==> src/sst_pkg.sv <==
// ---------------------------------------------------------------------------
// Servo slew tracker package
// Shared widths, reset values, register indexes and divider constants.
// ---------------------------------------------------------------------------
`default_nettype none

package sst_pkg;

  localparam int ANGLE_W    = 11;  // servo angles, tenths of a degree
  localparam int SOUND_W    = 12;  // signed sound direction
  localparam int INTERVAL_W = 16;  // min_interval register
  localparam int IDX_W      = 3;   // configuration register index
  localparam int CFG_DATA_W = 16;
  localparam int S_TDATA_W  = 16;  // sound_angle padded to whole bytes
  localparam int M_TDATA_W  = 16;  // servo_angle and reached padded

  localparam int TICK_COUNT_BITS_DEF = 16;

  // Configuration register indexes
  localparam logic [IDX_W-1:0] REG_CENTER       = 3'd0;
  localparam logic [IDX_W-1:0] REG_LEFT_LIMIT   = 3'd1;
  localparam logic [IDX_W-1:0] REG_RIGHT_LIMIT  = 3'd2;
  localparam logic [IDX_W-1:0] REG_DEADBAND     = 3'd3;
  localparam logic [IDX_W-1:0] REG_MAX_STEP     = 3'd4;
  localparam logic [IDX_W-1:0] REG_MIN_INTERVAL = 3'd5;

  // Reset values
  localparam logic [ANGLE_W-1:0]    CENTER_RST       = 11'd900;
  localparam logic [ANGLE_W-1:0]    LEFT_LIMIT_RST   = 11'd0;
  localparam logic [ANGLE_W-1:0]    RIGHT_LIMIT_RST  = 11'd1800;
  localparam logic [ANGLE_W-1:0]    DEADBAND_RST     = 11'd20;
  localparam logic [ANGLE_W-1:0]    MAX_STEP_RST     = 11'd30;
  localparam logic [INTERVAL_W-1:0] MIN_INTERVAL_RST = 16'd21;
  localparam logic [ANGLE_W-1:0]    CURRENT_RST      = 11'd900;

  // Direction clamp, plus or minus ninety degrees
  localparam logic signed [SOUND_W-1:0] DIR_MAX = 12'sd900;
  localparam logic signed [SOUND_W-1:0] DIR_MIN = -12'sd900;

  // Rounded division by 900: q = floor((mag + 450) / 900)
  //   = floor(((mag + 450) >> 2) / 225) = (y * RECIP_K) >> RECIP_SHIFT,
  // exact for y below 2^19.
  localparam int                PROD_W      = 22;  // |a * span| <= 1842300
  localparam int                MAG_W       = 21;
  localparam logic [MAG_W-1:0]  ROUND_HALF  = 21'd450;
  localparam int                Y_W         = 19;
  localparam int                RECIP_W     = 20;
  localparam logic [RECIP_W-1:0] RECIP_K    = 20'd596524;
  localparam int                RECIP_SHIFT = 27;

endpackage

`default_nettype wire

==> src/servo_slew_tracker_unit.sv <==
// ---------------------------------------------------------------------------
// Servo slew tracker
// Maps sound directions to a servo target and issues slew-limited commands.
// ---------------------------------------------------------------------------
//
//  Channel  | Ports            | Beat contents (lowest bit first)
//  ---------+------------------+----------------------------------------------
//  in       | s_axis_*         | tuser: mode; tdata: sound_angle[11:0], pad
//  out      | m_axis_*         | tdata: servo_angle[10:0], reached, pad
//  config   | cfg_*            | cfg_index selects register, cfg_data value
//
// An input beat is accepted every cycle while the pipeline can move. A beat
// passes four register stages: clamp and multiply by the span, rounded
// division by 900 through a reciprocal multiply, offset from the centre with
// the limit clamp, then the state update, which loads the output register.
// The result register is loaded by the state update after the beat has passed
// the stage 1, stage 2 and stage 3 registers in that order; the two
// multipliers set the stage split. Each stage holds only while its successor
// is full, so bubbles are squeezed out when the output side stalls, and the
// input side stops only once every stage is occupied. Synchronous reset
// clears the pipeline, the tracking state and the configuration registers to
// their reset values; configuration writes are always taken (cfg_ready is
// high).
//
`default_nettype none

module servo_slew_tracker_unit #(
  parameter int TICK_COUNT_BITS = sst_pkg::TICK_COUNT_BITS_DEF
) (
  input  wire logic                            clk,
  input  wire logic                            rst,
  // Input stream
  input  wire logic                            s_axis_tvalid,
  output logic                                 s_axis_tready,
  input  wire logic [sst_pkg::S_TDATA_W-1:0]   s_axis_tdata,  // [11:0] sound_angle
  input  wire logic                            s_axis_tuser,  // [0] mode
  // Result stream
  output logic                                 m_axis_tvalid,
  input  wire logic                            m_axis_tready,
  output logic [sst_pkg::M_TDATA_W-1:0]        m_axis_tdata,  // [10:0] servo_angle,
                                                              // [11] reached
  // Configuration write channel
  input  wire logic                            cfg_valid,
  output logic                                 cfg_ready,
  input  wire logic [sst_pkg::IDX_W-1:0]       cfg_index,
  input  wire logic [sst_pkg::CFG_DATA_W-1:0]  cfg_data
);

  localparam int AW    = sst_pkg::ANGLE_W;
  localparam int CMP_W = (TICK_COUNT_BITS > sst_pkg::INTERVAL_W) ?
                         TICK_COUNT_BITS : sst_pkg::INTERVAL_W;

  // -------------------------------------------------------------------------
  // Configuration registers
  // -------------------------------------------------------------------------
  logic [AW-1:0]                   center_angle;
  logic [AW-1:0]                   left_limit;
  logic [AW-1:0]                   right_limit;
  logic [AW-1:0]                   deadband;
  logic [AW-1:0]                   max_step;
  logic [sst_pkg::INTERVAL_W-1:0]  min_interval;

  assign cfg_ready = 1'b1;

  always_ff @(posedge clk) begin
    if (rst) begin
      center_angle <= sst_pkg::CENTER_RST;
      left_limit   <= sst_pkg::LEFT_LIMIT_RST;
      right_limit  <= sst_pkg::RIGHT_LIMIT_RST;
      deadband     <= sst_pkg::DEADBAND_RST;
      max_step     <= sst_pkg::MAX_STEP_RST;
      min_interval <= sst_pkg::MIN_INTERVAL_RST;
    end else if (cfg_valid) begin
      case (cfg_index)
        sst_pkg::REG_CENTER:       center_angle <= cfg_data[AW-1:0];
        sst_pkg::REG_LEFT_LIMIT:   left_limit   <= cfg_data[AW-1:0];
        sst_pkg::REG_RIGHT_LIMIT:  right_limit  <= cfg_data[AW-1:0];
        sst_pkg::REG_DEADBAND:     deadband     <= cfg_data[AW-1:0];
        sst_pkg::REG_MAX_STEP:     max_step     <= cfg_data[AW-1:0];
        sst_pkg::REG_MIN_INTERVAL: min_interval <= cfg_data[sst_pkg::INTERVAL_W-1:0];
        default: ;  // indexes beyond the register list are ignored
      endcase
    end
  end

  // -------------------------------------------------------------------------
  // Pipeline flow control: a stage may load when it is empty or when its
  // contents move on in the same cycle. The beat in stage 3 is consumed by
  // the state update, which needs room in the output register.
  // -------------------------------------------------------------------------
  logic v1, v2, v3;
  logic out_slot, rdy1, rdy2, rdy3, go4;

  assign out_slot      = !m_axis_tvalid || m_axis_tready;
  assign go4           = v3 && out_slot;
  assign rdy3          = !v3 || out_slot;
  assign rdy2          = !v2 || rdy3;
  assign rdy1          = !v1 || rdy2;
  assign s_axis_tready = rdy1;

  always_ff @(posedge clk) begin
    if (rst) begin
      v1 <= 1'b0;
      v2 <= 1'b0;
      v3 <= 1'b0;
    end else begin
      if (rdy1) v1 <= s_axis_tvalid;
      if (rdy2) v2 <= v1;
      if (rdy3) v3 <= v2;
    end
  end

  // -------------------------------------------------------------------------
  // Stage 1: clamp the direction to plus or minus ninety degrees and multiply
  // by the span on its side of the centre.
  // -------------------------------------------------------------------------
  logic signed [sst_pkg::SOUND_W-1:0]  raw_angle;
  logic signed [AW-1:0]                dir_clamped;
  logic signed [AW:0]                  span;
  logic signed [AW+AW:0]               num_full;

  assign raw_angle = signed'(s_axis_tdata[sst_pkg::SOUND_W-1:0]);

  always_comb begin
    if (raw_angle < sst_pkg::DIR_MIN) begin
      dir_clamped = sst_pkg::DIR_MIN[AW-1:0];
    end else if (raw_angle > sst_pkg::DIR_MAX) begin
      dir_clamped = sst_pkg::DIR_MAX[AW-1:0];
    end else begin
      dir_clamped = raw_angle[AW-1:0];
    end
    // Spans may be negative when a limit sits on the wrong side of the centre.
    if (dir_clamped[AW-1]) begin
      span = signed'({1'b0, center_angle}) - signed'({1'b0, left_limit});
    end else begin
      span = signed'({1'b0, right_limit}) - signed'({1'b0, center_angle});
    end
    num_full = dir_clamped * span;
  end

  logic                                mode1;
  logic signed [sst_pkg::PROD_W-1:0]   num1;

  always_ff @(posedge clk) begin
    if (rdy1) begin
      mode1 <= s_axis_tuser;
      num1  <= num_full[sst_pkg::PROD_W-1:0];
    end
  end

  // -------------------------------------------------------------------------
  // Stage 2: divide the magnitude by 900, rounding half away from zero.
  // -------------------------------------------------------------------------
  logic [sst_pkg::PROD_W-1:0]                 num_neg;
  logic [sst_pkg::MAG_W-1:0]                  mag;
  logic [sst_pkg::MAG_W-1:0]                  mag_rnd;
  logic [sst_pkg::Y_W+sst_pkg::RECIP_W-1:0]   quot_prod;

  always_comb begin
    num_neg   = -num1;
    mag       = num1[sst_pkg::PROD_W-1] ? num_neg[sst_pkg::MAG_W-1:0]
                                        : num1[sst_pkg::MAG_W-1:0];
    mag_rnd   = mag + sst_pkg::ROUND_HALF;
    quot_prod = mag_rnd[sst_pkg::MAG_W-1:2] * sst_pkg::RECIP_K;
  end

  logic           mode2;
  logic           neg2;
  logic [AW-1:0]  quot2;

  always_ff @(posedge clk) begin
    if (rdy2) begin
      mode2 <= mode1;
      neg2  <= num1[sst_pkg::PROD_W-1];
      quot2 <= quot_prod[sst_pkg::RECIP_SHIFT +: AW];
    end
  end

  // -------------------------------------------------------------------------
  // Stage 3: offset from the centre, then clamp to the right limit and then
  // the left limit, so crossed limits settle on the left one.
  // -------------------------------------------------------------------------
  logic signed [AW+1:0]  offset;
  logic signed [AW+1:0]  mapped;
  logic [AW-1:0]         mapped_clamped;

  always_comb begin
    offset = neg2 ? -signed'({2'b00, quot2}) : signed'({2'b00, quot2});
    mapped = signed'({2'b00, center_angle}) + offset;
    if (mapped > signed'({2'b00, right_limit})) begin
      mapped = signed'({2'b00, right_limit});
    end
    if (mapped < signed'({2'b00, left_limit})) begin
      mapped = signed'({2'b00, left_limit});
    end
    mapped_clamped = mapped[AW-1:0];
  end

  logic           mode3;
  logic [AW-1:0]  target3;

  always_ff @(posedge clk) begin
    if (rdy3) begin
      mode3   <= mode2;
      target3 <= mapped_clamped;
    end
  end

  // -------------------------------------------------------------------------
  // Stage 4: tracking state. Ticks count up and saturate; a direction beat
  // replaces the target. A command goes out once the interval has passed and
  // the target is at least the deadband away, moving by at most max_step.
  // -------------------------------------------------------------------------
  logic [AW-1:0]               goal_angle;
  logic                        has_target;
  logic [AW-1:0]               current_angle;
  logic [TICK_COUNT_BITS-1:0]  ticks_since_command;

  logic [AW-1:0]               target_next;
  logic                        has_target_next;
  logic [TICK_COUNT_BITS-1:0]  ticks_next;
  logic                        move_up;
  logic [AW-1:0]               diff;
  logic [AW-1:0]               step;
  logic [AW-1:0]               angle_next;
  logic                        fire;

  always_comb begin
    target_next     = mode3 ? goal_angle : target3;
    has_target_next = has_target || !mode3;
    ticks_next      = ticks_since_command;
    if (mode3 && (ticks_since_command != {TICK_COUNT_BITS{1'b1}})) begin
      ticks_next = ticks_since_command + TICK_COUNT_BITS'(1);
    end
    move_up    = target_next >= current_angle;
    diff       = move_up ? (target_next - current_angle) : (current_angle - target_next);
    step       = (diff < max_step) ? diff : max_step;
    angle_next = move_up ? (current_angle + step) : (current_angle - step);
    fire       = has_target_next
              && (CMP_W'(ticks_next) >= CMP_W'(min_interval))
              && (diff >= deadband);
  end

  always_ff @(posedge clk) begin
    if (rst) begin
      goal_angle          <= '0;
      has_target          <= 1'b0;
      current_angle       <= sst_pkg::CURRENT_RST;
      ticks_since_command <= '0;
    end else if (go4) begin
      goal_angle          <= target_next;
      has_target          <= has_target_next;
      if (fire) begin
        current_angle       <= angle_next;
        ticks_since_command <= '0;
      end else begin
        ticks_since_command <= ticks_next;
      end
    end
  end

  // -------------------------------------------------------------------------
  // Output register
  // -------------------------------------------------------------------------
  logic [AW-1:0]  out_angle;
  logic           out_reached;

  always_ff @(posedge clk) begin
    if (rst) begin
      m_axis_tvalid <= 1'b0;
    end else if (go4 && fire) begin
      m_axis_tvalid <= 1'b1;
    end else if (m_axis_tready) begin
      m_axis_tvalid <= 1'b0;
    end
  end

  always_ff @(posedge clk) begin
    if (go4 && fire) begin
      out_angle   <= angle_next;
      out_reached <= (angle_next == target_next);
    end
  end

  assign m_axis_tdata = {{(sst_pkg::M_TDATA_W-AW-1){1'b0}}, out_reached, out_angle};

endmodule

`default_nettype wire
==> config.mk <==
export PLATFORM = sky130hd
export DESIGN_NAME = servo_slew_tracker_unit
export DESIGN_NICKNAME = d
export VERILOG_FILES = /design/src/sst_pkg.sv /design/src/servo_slew_tracker_unit.sv
export SDC_FILE = /design/constraint.sdc
export NUM_CORES = 1
export LEC_CHECK = 0
export ABC_CLOCK_PERIOD_IN_PS = 15800
export BUFFER_PORTS_ARGS = -buffer_cell sky130_fd_sc_hd__buf_2
export CORE_MARGIN = 5
export CORE_UTILIZATION = 55
export DETAILED_ROUTE_END_ITERATION = 10
export GPL_ROUTABILITY_DRIVEN = 0
export PLACE_DENSITY = 0.72
export SYNTH_ARGS = -nofsm -noshare
export SYNTH_HDL_FRONTEND = slang
export SYNTH_SLANG_ARGS = --single-unit
export TNS_END_PERCENT = 50
==> constraint.sdc <==
create_clock -name clk -period 15.8 [get_ports clk]
set_input_delay 2.37 -clock clk [delete_from_list [all_inputs] [get_ports clk]]
set_output_delay 2.37 -clock clk [all_outputs]
set_load 0.05 [all_outputs]
Yosys cells after proc, flatten, opt, wreduce, memory -nomap -nowiden:

Index checks and enable logic that the tools add are counted.

* register bits after elaboration: 174
* input port bits: 41
* output and inout port bits: 19
* logic and storage cells: 90

* add/sub/neg operators: 11
* $mul: 2
* magnitude comparators: 8
* equality and inequality tests: 7
* multiplexer cells: 15
* reduce and logical (&&, ||, !) cells: 24

Operators with widths (count)
* 11-bit 2-to-1 mux: 7
* 19-bit by 18-bit multiplier with 36-bit output (second input constant): 1
* 11-bit subtractor: 3
* 16-bit 2-to-1 mux: 2
* 13-bit 2-to-1 mux: 2
* 11-bit by 11-bit subtractor with 12-bit output: 2
* 11-bit >= comparator: 2
* 11-bit by 12-bit multiplier with 22-bit output: 1
* 21-bit by 9-bit adder with 21-bit output (second input constant): 1
* 21-bit 2-to-1 mux: 1
* 21-bit negator: 1
* 16-bit by 1-bit adder with 16-bit output (second input constant): 1
* 16-bit >= comparator: 1
* 16-bit != test (second input constant): 1
* 2-bit AND reduction: 7
* 12-bit by 13-bit adder with 13-bit output: 1
* 13-bit by 12-bit > comparator with 1-bit output: 1
* 13-bit by 12-bit less-than comparator with 1-bit output: 1
* 11-bit negator with 13-bit output: 1
* 12-bit by 11-bit > comparator with 1-bit output (second input constant): 1
* 12-bit by 11-bit less-than comparator with 1-bit output (second input constant): 1
* 12-bit 2-to-1 mux: 1
* 11-bit adder: 1
* 11-bit equality test: 1
* 10 further kinds: 25

Longest topological paths before layout:

Gate-level depths: netlist of the first run.

* depth after elaboration: 8
* depth in mapped cells: 40
* mapped depth without buffers: 37

Worst setup path before layout of the first run:

No wires, ideal clock.

* kind: input port to flip-flop
* start: input s_axis_tdata[5] in the netlist's numbering
* end: register num1[21] in the netlist's numbering, data pin
* setup time: 0.268 ns
* arrival time: 8.330 ns
* data required time: 15.532 ns
* slack: 7.202 ns
* stages: 25
* path buffers: 1
* cells stage by stage: nor4_1 a21oi_1 o21ai_0 clkinv_1 or3_1 clkbuf_1 nand2_1 fa_1 fa_1 fa_1 inv_1 fa_1 inv_1 fa_1 inv_1 ha_1 a21boi_0 o41ai_1 nor2b_1 o21a_1 o21ai_0 a21oi_1 a41o_1 o41ai_1 xnor2_1

* word-level cells in the longest chain between the ends: 5
* elaborated cells on any way between the ends: 6
* those cells by class: 1 x mul; 2 x order compare; 3 x mux

Ends and longest elaborated chain
* start, declared: line servo_slew_tracker_unit.sv:35 `input wire logic [sst_pkg::S_TDATA_W-1:0] s_axis_tdata,`
* 12-bit by 11-bit > comparator with 1-bit output: line servo_slew_tracker_unit.sv:127 `end else if (raw_angle > sst_pkg::DIR_MAX) begin`
* 11-bit 2-to-1 mux: line servo_slew_tracker_unit.sv:127
* 11-bit 2-to-1 mux (*): line servo_slew_tracker_unit.sv:125 `if (raw_angle < sst_pkg::DIR_MIN) begin`
* 12-bit 2-to-1 mux: line servo_slew_tracker_unit.sv:133 `if (dir_clamped[AW-1]) begin`
* 11-bit by 12-bit multiplier with 22-bit output (*): line servo_slew_tracker_unit.sv:138 `num_full = dir_clamped * span;`
* named net num_full[21]: line servo_slew_tracker_unit.sv:120 `logic signed [AW+AW:0] num_full;`
* end signal, assigned: line servo_slew_tracker_unit.sv:147 `num1 <= num_full[sst_pkg::PROD_W-1:0];`
* end, declared: line servo_slew_tracker_unit.sv:142 `logic signed [sst_pkg::PROD_W-1:0] num1;`

The timed path passes the listed nets; every way through them passes the cells marked *.
A chain may end at the register's enable or synchronous reset.

Worst setup path in the final report of the first run:

* start: input s_axis_tdata[11] in the netlist's numbering
* end: register num1[21] in the netlist's numbering, data pin

Same word-level chain as after synthesis.

==> impl_metrics.csv, run 1 <==
group,metric,value,unit
run_status,status,"finished clean",
setup_path,cp.required,15.97,ns
detailed_routing,avgRoutedWirePerCell,16.9,um
setup_path,worstReg2RegEnd,"quot2[9]",
detailed_routing,antenna_left,0,
die,die_w,212,um
detailed_routing,vias,17400,
flow_run,cap_violations,0,
logic_synthesis,ys_seq_area_frac,0.183,
clock_tree,cts_tree,"built",
setup_path,crit_fanout,30,
global_route,grt_pass1_vias,17700,
setup_path,worst_setup_path_start_kind,"input port",
timing,max_freq,102,MHz
die,die_area,44800,sq um
setup_path,endpoint_kind,"flip-flop",
detailed_routing,wl,53.2,mm
clock_tree,htree_levels,4,
timing,drv_slew,0,
placed_design,placed_cell_area,23000,sq um
global_route,grt_pass1_wl,88.3,mm
die,core_region_area,40000,sq um
finish,final_nets,3192,
logic_synthesis,ys_seq_elements,174,
setup_path,slowest_stage,"nor2_1",
global_route,grt_overflow,0,
global_route,track_usage,0.244,
global_route,antenna_found_initial,1,
finish,syn_to_final_growth,5.83,%
setup_path,cp-endpoint,"num1[21]",
setup_path,crit_type,"in2reg",
die,fp.dieH,212,um
clock_tree,clk_pin_slew,0.08,ns
logic_synthesis,syn_avg_cell_area,8.61,sq um
clock_tree,cts.repair.resized,0,
timing,setup_tns,0,ns
setup_path,cpMostUsedCell,"inv_1",
timing,fin_worst_skew,0.0179,ns
logic_synthesis,yosys_warnings,0,
setup_path,regToRegSetupSlack,6.22,ns
logic_synthesis,syn_area,22400,sq um
timing,worstMarginPinSlew,1.03,ns
timing,setup_viol,0,
clock_tree,cts_buffers,17,
setup_path,ff2ff_path_depth,32,
timing,period_minus_slack,9.77,ns
detailed_routing,drt-initial-drc-count,1161,
timing,rsz0062_at_grt,"no",
finish,stdcell_area,23700,sq um
setup_path,cp_slowest_stage_delay,0.65,ns
detailed_routing,first_pass_iters,5,
finish,nFillCells,3528,
logic_synthesis,ys_types,85,
clock_tree,clockRootBuffer,"clkbuf_16",
setup_path,critical_path.startpoint,"s_axis_tdata[11]",
global_route,grt_max_degree,81,
clock_tree,clk_path_buf_depth,2,
worst_hold_path,holdCritPathClass,"reg2reg",
clock_tree,worstSkewPairLatency,0.47,ns
timing,hold_violations,0,
die,start_util,0.559,
die,rows,73,
setup_path,r2r-start,"num1[3]",
detailed_routing,drc,0,
placed_design,dpl.hpwl,43.9,mm
placed_design,io_buffers,50,
clock_tree,clock_sinks,174,
timing,relSlewSlack,0.312,
setup_path,crit_arrival,9.94,ns
finish,drive_gt1_frac,0.0561,
clock_tree,cts_setup_buffers,0,
logic_synthesis,synthFlopType,"dfxtp_1",
logic_synthesis,synth_edf_count,60,
die,boundaryPins,60,
logic_synthesis,syn_inst,2595,
detailed_routing,via_per_inst,5.54,
clock_tree,postCtsHoldBufs,0,
logic_synthesis,synthArstFlopShare,0,
timing,fin_crit_sh,0.618,
## through the flow
| step | cells | worst slack, ns | hold slack, ns | utilization |
|---|---|---|---|---|
| final | 3146 | 6.03 | 0.437 | 0.591 |
| after global routing | 3146 | 5.52 | 0.460 | 0.591 |
| after CTS | 3145 | 6.13 | 0.457 | 0.591 |
| after detailed placement | 3113 | 5.67 | 0.448 | 0.575 |
| after global placement | 3113 | 5.75 | 0.404 | 0.575 |
| after floorplan | 2598 | 7.20 | 0.400 | - |
## routing by layer
layer / share of wire / track usage
met3: 0.058 / 0.0408
met5: 0 / 0
met2: 0.48 / 0.413
met1: 0.43 / 0.316
met4: 0.036 / 0.0877
## critical path, delay by kind of cell
family / cells / cell delay [ns]
AOI/OAI and AO/OA: 10 / 2.75
buffers and inverters: 5 / 0.99
xor gates and xnor gates: 1 / 0.21
adders and majority gates: 6 / 2.43
and+or+nand+nor: 5 / 1.19
## registers in the layout, indices dropped and copies added, names as in the netlist
signal               flops
num1                    22
min_interval            16
ticks_since_command     16
center_angle            11
current_angle           11
deadband                11
goal_angle              11
left_limit              11
max_step                11
out_angle               11
quot2                   11
right_limit             11
target3                 11
has_target               1
m_axis_tvalid            1
mode1                    1
mode2                    1
mode3                    1
neg2                     1
out_reached              1
v1                       1
v2                       1
v3                       1
## logic make-up after synthesis
family | Yosys count | share of synthesized area
adders and majority gates | 545 | 0.375
AOI/OAI and AO/OA | 422 | 0.118
muxes | 46 | 0.0226
other | 2 | 0.000336
DFF | 174 | 0.183
buffers and inverters | 556 | 0.0964
and+or+nand+nor | 694 | 0.143
xor gates and xnor gates | 156 | 0.0618
## synth_stat cells (8+ instances only)
library cell	n	area, sq um
nor2b_1	22	138
mux2i_1	19	190
mux2_2	26	293
and2_1	20	125
ha_1	334	4180
fa_1	210	4200
nand3b_1	16	120
edfxtp_1	60	1800
o21a_1	18	135
clkbuf_1	50	188
inv_1	485	1820
nand4_1	17	106
a21o_1	41	308
and3_1	17	106
o21ai_0	82	410
nor3_1	31	155
xor2_1	44	385
a21oi_1	162	811
a211oi_1	15	113
or2_2	9	56.3
a31oi_1	8	50.1
nand2_1	297	1110
nor2_1	166	623
a211o_1	13	114
dfxtp_1	114	2280
buf_4	9	67.6
o31ai_1	10	75.1
nand2b_1	22	138
xnor2_1	111	972
nand3_1	40	200
## cells in the final DEF, fill, tap and decap left out, drive strengths merged, types with 15 or more instances in the layout
cell type,instances
fa,210
dfxtp,114
a21o,42
nand3,42
nand2b,22
a21oi,164
inv,492
buf,60
and3,17
ha,334
clkbuf,17
nor3,33
mux2i,20
nand3b,16
o21ai,87
a211oi,15
xor2,44
o21a,18
edfxtp,60
xnor2,111
mux2,26
nand4,17
nand2,298
and2,21
nor2,168
nor2b,22
## worst min-delay path by stage
| stage | start | endpoint | slack (ns) | depth (start not counted) |
|---|---|---|---|---|
| detailed placement | mode1 | mode2 | 0.45 | 0 |
| global placement | mode1 | mode2 | 0.40 | 0 |
| global route | mode1 | mode2 | 0.46 | 0 |
| floorplan | mode1 | mode2 | 0.40 | 0 |
| finish | mode1 | mode2 | 0.44 | 0 |
| CTS | mode1 | mode2 | 0.46 | 0 |
## cell type report
cell class | instances | area [sq um] | area share
flip-flops and latches | 174 | 4080 | 0.173
clock inverters | 15 | 206 | 0.00873
well taps | 525 | 657 | 0.0278
diodes | 1 | 2.50 | 0.000106
inverters | 486 | 1820 | 0.0771
repair buffers | 60 | 328 | 0.0139
multi-input cells | 1868 | 16100 | 0.682
clock buffers | 17 | 425 | 0.0180
Power of run 1 is not shown: default switching activity piles up to over one toggle a cycle in this logic, so the estimate is an artifact.
==> run 2, diff against run 1 <==
- ABC_AREA: not set -> 1
- ABC_CLOCK_PERIOD_IN_PS: 15800 -> 8300
- PLACE_DENSITY: 0.72 -> 0.74
- clock period: 15.8 -> 8.3 ns (I/O delays scaled with it)
==> run 2 against run 1 <==
Hold slack lost 0.025 ns; flip-flop and latch count unchanged; sequential share of layout area down 0.57 points; die area is 3.0% higher; cell count rose by 13%; register-to-register slack worse by 5.6 ns; clock skew is 0.0038 ns lower; first-iteration DRC count grew 18%; critical path type is now reg2reg; critical endpoint is now quot2[10].
==> impl_metrics.csv, run 2 <==
group,metric,value,unit
setup_path,crit_arrival,7.89,ns
die,start_util,0.553,
finish,antenna_cells,0,
logic_synthesis,yosys_warnings,0,
global_route,grt_pass1_vias,20100,
clock_tree,htree_levels,4,
worst_hold_path,min_from,"mode2",
clock_tree,postCtsHoldBufs,0,
setup_path,cp.required,8.50,ns
finish,multiInputGateArea,16100,sq um
logic_synthesis,ys_types,60,
global_route,antenna_found_initial,0,
clock_tree,worstSkewPairLatency,0.45,ns
finish,top_register,"num1",
logic_synthesis,syn_area,23100,sq um
timing,fin_worst_skew,0.0141,ns
finish,final_nets,3595,
logic_synthesis,syn_avg_cell_area,7.77,sq um
detailed_routing,antenna_left,0,
logic_synthesis,synth_commonest_cells,"inv_1 (682), nand2_1 (495), ha_1 (334)",
logic_synthesis,synth_compound_area_frac,0.115,
clock_tree,cts_buffers,17,
logic_synthesis,synth_area_leader_cell,"fa_1",
die,die_area,46100,sq um
global_route,grt_overflow,0,
finish,syn_to_final_growth,6.17,%
timing,rsz0062_at_grt,"no",
die,fp.dieH,215,um
detailed_routing,wl,57.0,mm
finish,largest_register_ffs,22,
clock_tree,clk_pin_slew,0.07,ns
timing,whs,0.413,ns
logic_synthesis,synth_top_family_by_area,"adder cells",
clock_tree,cts_tree,"built",
run_status,status,"finished clean",
finish,ff_latch_area,4080,sq um
timing,drv_slew,0,
die,boundaryPins,60,
timing,period_minus_slack,7.69,ns
timing,hold_violations,0,
finish,drive_gt1_frac,0.0629,
logic_synthesis,synth.most_common_cell,"inv_1",
setup_path,cpMostUsedCell,"inv_1",
logic_synthesis,ys_seq_elements,174,
timing,fin_crit_sh,0.927,
setup_path,regToRegSetupSlack,0.61,ns
placed_design,dpl.hpwl,47.6,mm
timing,relSlewSlack,0.358,
detailed_routing,avgRoutedWirePerCell,16.0,um
flow_run,cap_violations,0,
logic_synthesis,muxShareOfSynthArea,0,
worst_hold_path,holdCritPathClass,"reg2reg",
logic_synthesis,synthArstFlopShare,0,
setup_path,endpoint_kind,"flip-flop",
logic_synthesis,ys_seq_area_frac,0.177,
setup_path,critical_path.startpoint,"num1[21]",
logic_synthesis,synthFlopType,"dfxtp_1",
logic_synthesis,synth_edf_count,60,
setup_path,worst_setup_path_start_kind,"flip-flop",
detailed_routing,via_per_inst,5.41,
detailed_routing,drt-initial-drc-count,1373,
logic_synthesis,synthAdderAreaFrac,0.364,
die,core_region_area,41700,sq um
finish,nFillCells,3714,
global_route,grt_max_degree,79,
clock_tree,clk_path_buf_depth,2,
die,die_w,215,um
logic_synthesis,synth_top_area_frac,0.182,
global_route,grt_pass1_wl,96.7,mm
logic_synthesis,syn_inst,2967,
detailed_routing,first_pass_iters,6,
logic_synthesis,netlist_top_cells_area,"fa_1 (18%), ha_1 (18%), inv_1 (11%)",
detailed_routing,drc,0,
timing,setup_viol,0,
global_route,track_usage,0.252,
clock_tree,clockRootBuffer,"clkbuf_16",
finish,largestRegisters,"num1 x22, min_interval x16, ticks_since_command x16",
setup_path,r2r-start,"num1[21]",
finish,layout_common_cells,"inv_1 (679), nand2_1 (495), ha_1 (334)",
placed_design,io_buffers,50,
timing,max_freq,130,MHz
setup_path,crit_type,"reg2reg",
setup_path,crit_fanout,11,
timing,setup_tns,0,ns
finish,mostFrequentLayoutCell,"inv_1",
logic_synthesis,synth-xor-area-share,0.0527,
setup_path,slowest_stage,"edfxtp_1",
logic_synthesis,synthSimpleGateAreaFrac,0.165,
clock_tree,clock_sinks,174,
detailed_routing,vias,19300,
setup_path,cp_slowest_stage_delay,0.59,ns
timing,worstMarginPinSlew,0.957,ns
die,rows,75,
run 2: changes by cell type after synthesis, moves of 26 or more:
cell,previous run,this run
a21o_1,41,11
a21oi_1,162,205
inv_1,485,682
mux2_2,26,0
nand2_1,297,495
nand3_1,40,101
o21ai_0,82,145
xnor2_1,111,44
xor2_1,44,89
run 2: final cells by class:
| type | instances | area share |
|---|---|---|
| clock buffers | 17 | 0.0174 |
| clock inverters | 15 | 0.00593 |
| well taps | 539 | 0.0276 |
| flip-flops and latches | 174 | 0.167 |
| multi-input cells | 2046 | 0.657 |
| inverters | 695 | 0.107 |
| repair buffers | 76 | 0.0182 |
run 2: cells by family (layout without fill, tap and decap cells):
logic type                 after synthesis  count (layout)
AOI/OAI and AO/OA                      471             471
other                                    2               5
and+or+nand+nor                        890             890
adders and majority gates              544             544
xor gates and xnor gates               136             136
DFF                                    174             174
buffers and inverters                  750             803
run 2: worst paths after layout:
check	endpoint	cells past startpoint
max	quot2[10]	29
min	mode3	0
max reg2reg	quot2[10]	29
min reg2reg	mode3	0
run 2: per-stage QoR:
stage                util  std cells  area, sq um  worst slack (ns)
floorplan               -       2970        23100              1.45
finish              0.587       3562        24500             0.609
CTS                 0.587       3561        24500             0.525
detailed placement  0.573       3529        23900             0.542
global route        0.587       3562        24500            0.0987
global placement    0.573       3529        23900             0.731
run 2: repair_timing:
action	CTS	global route
resized for setup	0	3
buffers inserted	0	1
hold endpoints to repair	0	0
endpoints found under the setup margin	0	2
run 2: layer usage:
layer  vias to the layer above  global-route usage  wire length, um
met5                         -                   0                0
met4                         0              0.0863             1940
met3                       120              0.0329             3090
met2                       562               0.447            27900
met1                      9148               0.317            24100
li1                       9446                   -                -
run 2: worst max-delay path: cells and delay by family (launching register included):
kind | cells | cell delay [ns]
adder cells (fa/ha/maj) | 7 | 2.89
AO/OA/AOI/OAI | 6 | 1.75
AND/OR/NAND/NOR | 9 | 1.55
flip-flops | 1 | 0.59
buffers and inverters | 6 | 0.45
XOR/XNOR | 1 | 0.21
Power of run 2 is left out for the same reason.
==> run 3, diff against run 2 <==
==> constraint.sdc (replaced) <==
create_clock -name clk -period 8.3 [get_ports clk]
set_input_delay 0.415 -clock clk [delete_from_list [all_inputs] [get_ports clk]]
set_output_delay 0.415 -clock clk [all_outputs]
set_load 0.05 [all_outputs]
==> run 3 against run 2 <==
Sequential share of layout area barely moved; critical path depth rose by 6; hold slack got worse by 0.21 ns; critical path type unchanged.
==> impl_metrics.csv, run 3 (synthesized netlist as in run 2, its figures left out) <==
group,metric,value,unit
flow_run,cap_violations,0,
setup_path,endpoint_kind,"flip-flop",
timing,drv_slew,0,
setup_path,cp_slowest_stage_delay,0.54,ns
finish,layout_common_cells,"inv_1 (681), nand2_1 (495), ha_1 (334)",
clock_tree,clk_path_buf_depth,2,
finish,mostFrequentLayoutCell,"inv_1",
setup_path,regToRegSetupSlack,0.59,ns
timing,period_minus_slack,7.71,ns
setup_path,slowest_stage,"fa_1",
finish,largest_register_ffs,22,
run_status,status,"finished clean",
global_route,antenna_found_initial,0,
timing,relSlewSlack,0.416,
global_route,track_usage,0.248,
global_route,grt_pass1_vias,19700,
die,start_util,0.553,
clock_tree,clockRootBuffer,"clkbuf_16",
worst_hold_path,holdCritPathClass,"in2reg",
detailed_routing,via_per_inst,5.42,
finish,nFillCells,3686,
clock_tree,htree_levels,4,
finish,top_register,"num1",
die,core_region_area,41700,sq um
detailed_routing,drc,0,
timing,rsz0062_at_grt,"no",
setup_path,crit_arrival,7.89,ns
global_route,grt_pass1_wl,94.9,mm
finish,drive_gt1_frac,0.0604,
die,die_w,215,um
global_route,met3_usage,0.0324,
placed_design,dpl.hpwl,46.6,mm
setup_path,cp.required,8.48,ns
clock_tree,clock_sinks,174,
timing,hold_violations,0,
global_route,grt_max_degree,77,
global_route,grt_overflow,0,
detailed_routing,vias,19300,
die,rows,75,
detailed_routing,antenna_left,0,
timing,max_freq,130,MHz
global_route,grt_util_met1,0.316,
clock_tree,worstSkewPairLatency,0.45,ns
detailed_routing,drt-initial-drc-count,1562,
timing,setup_tns,0,ns
global_route,grt_busiest_layer,"met2",
detailed_routing,avgRoutedWirePerCell,15.9,um
clock_tree,cts_buffers,17,
placed_design,io_buffers,50,
finish,syn_to_final_growth,5.95,%
timing,worstMarginPinSlew,0.867,ns
clock_tree,clk_pin_slew,0.07,ns
clock_tree,cts_tree,"built",
global_route,use_met2,0.442,
timing,setup_viol,0,
setup_path,crit_type,"reg2reg",
die,die_area,46100,sq um
die,fp.dieH,215,um
die,boundaryPins,60,
setup_path,crit_fanout,6,
timing,fin_worst_skew,0.0190,ns
detailed_routing,first_pass_iters,5,
finish,final_nets,3586,
finish,antenna_cells,0,
finish,largestRegisters,"num1 x22, min_interval x16, ticks_since_command x16",
timing,fin_crit_sh,0.928,
clock_tree,postCtsHoldBufs,0,
detailed_routing,wl,56.6,mm
setup_path,worst_setup_path_start_kind,"flip-flop",
run 3: timing repair:
item	in CTS	in global routing
setup buffers	0	1
endpoints found under the setup margin	0	2
resized for setup	0	2
run 3: cell type report:
type                    instances  area, sq um  area share
repair buffers                 67          378      0.0155
well taps                     539          674      0.0276
inverters                     695         2610       0.107
flip-flops and latches        174         4080       0.167
clock inverters                13          131     0.00538
multi-input cells            2046        16100       0.659
clock buffers                  19          443      0.0181
run 3: per-layer routing:
metal  vias up  share of wire
met1      9104           0.42
met4         0          0.029
met2       614           0.49
li1       9422              -
met5         -              0
met3       118          0.058
run 3: path summary, 6_finish.rpt:
path                   from  endpoint  cells past startpoint
max reg2reg  right_limit[0]  num1[20]                     35
min            s_axis_tuser     mode1                      1
max          right_limit[0]  num1[20]                     35
min reg2reg           mode1     mode2                      0
run 3: critical path, delay by kind of cell (launching register included):
family	cells	cell delay, ns
AO/OA/AOI/OAI	9	1.74
AND/OR/NAND/NOR	10	1.08
flip-flops	1	0.34
buffers and inverters	7	0.65
XOR/XNOR	1	0.10
adder cells (fa/ha/maj)	8	3.53
run 3: metrics by stage:
| step | hold WS (ns) | cell area (sq um) | setup slack (ns) | util | cells |
|---|---|---|---|---|---|
| global route | 0.178 | 24400 | 0.0747 | 0.586 | 3553 |
| global placement | 0.405 | 23800 | 0.599 | 0.572 | 3520 |
| finish | 0.198 | 24400 | 0.595 | 0.586 | 3553 |
| detailed placement | 0.411 | 23800 | 0.411 | 0.572 | 3520 |
| floorplan | 0.400 | 23100 | 1.61 | - | 2970 |
| CTS | 0.180 | 24400 | 0.400 | 0.586 | 3552 |
Power of run 3 is left out for the same reason.
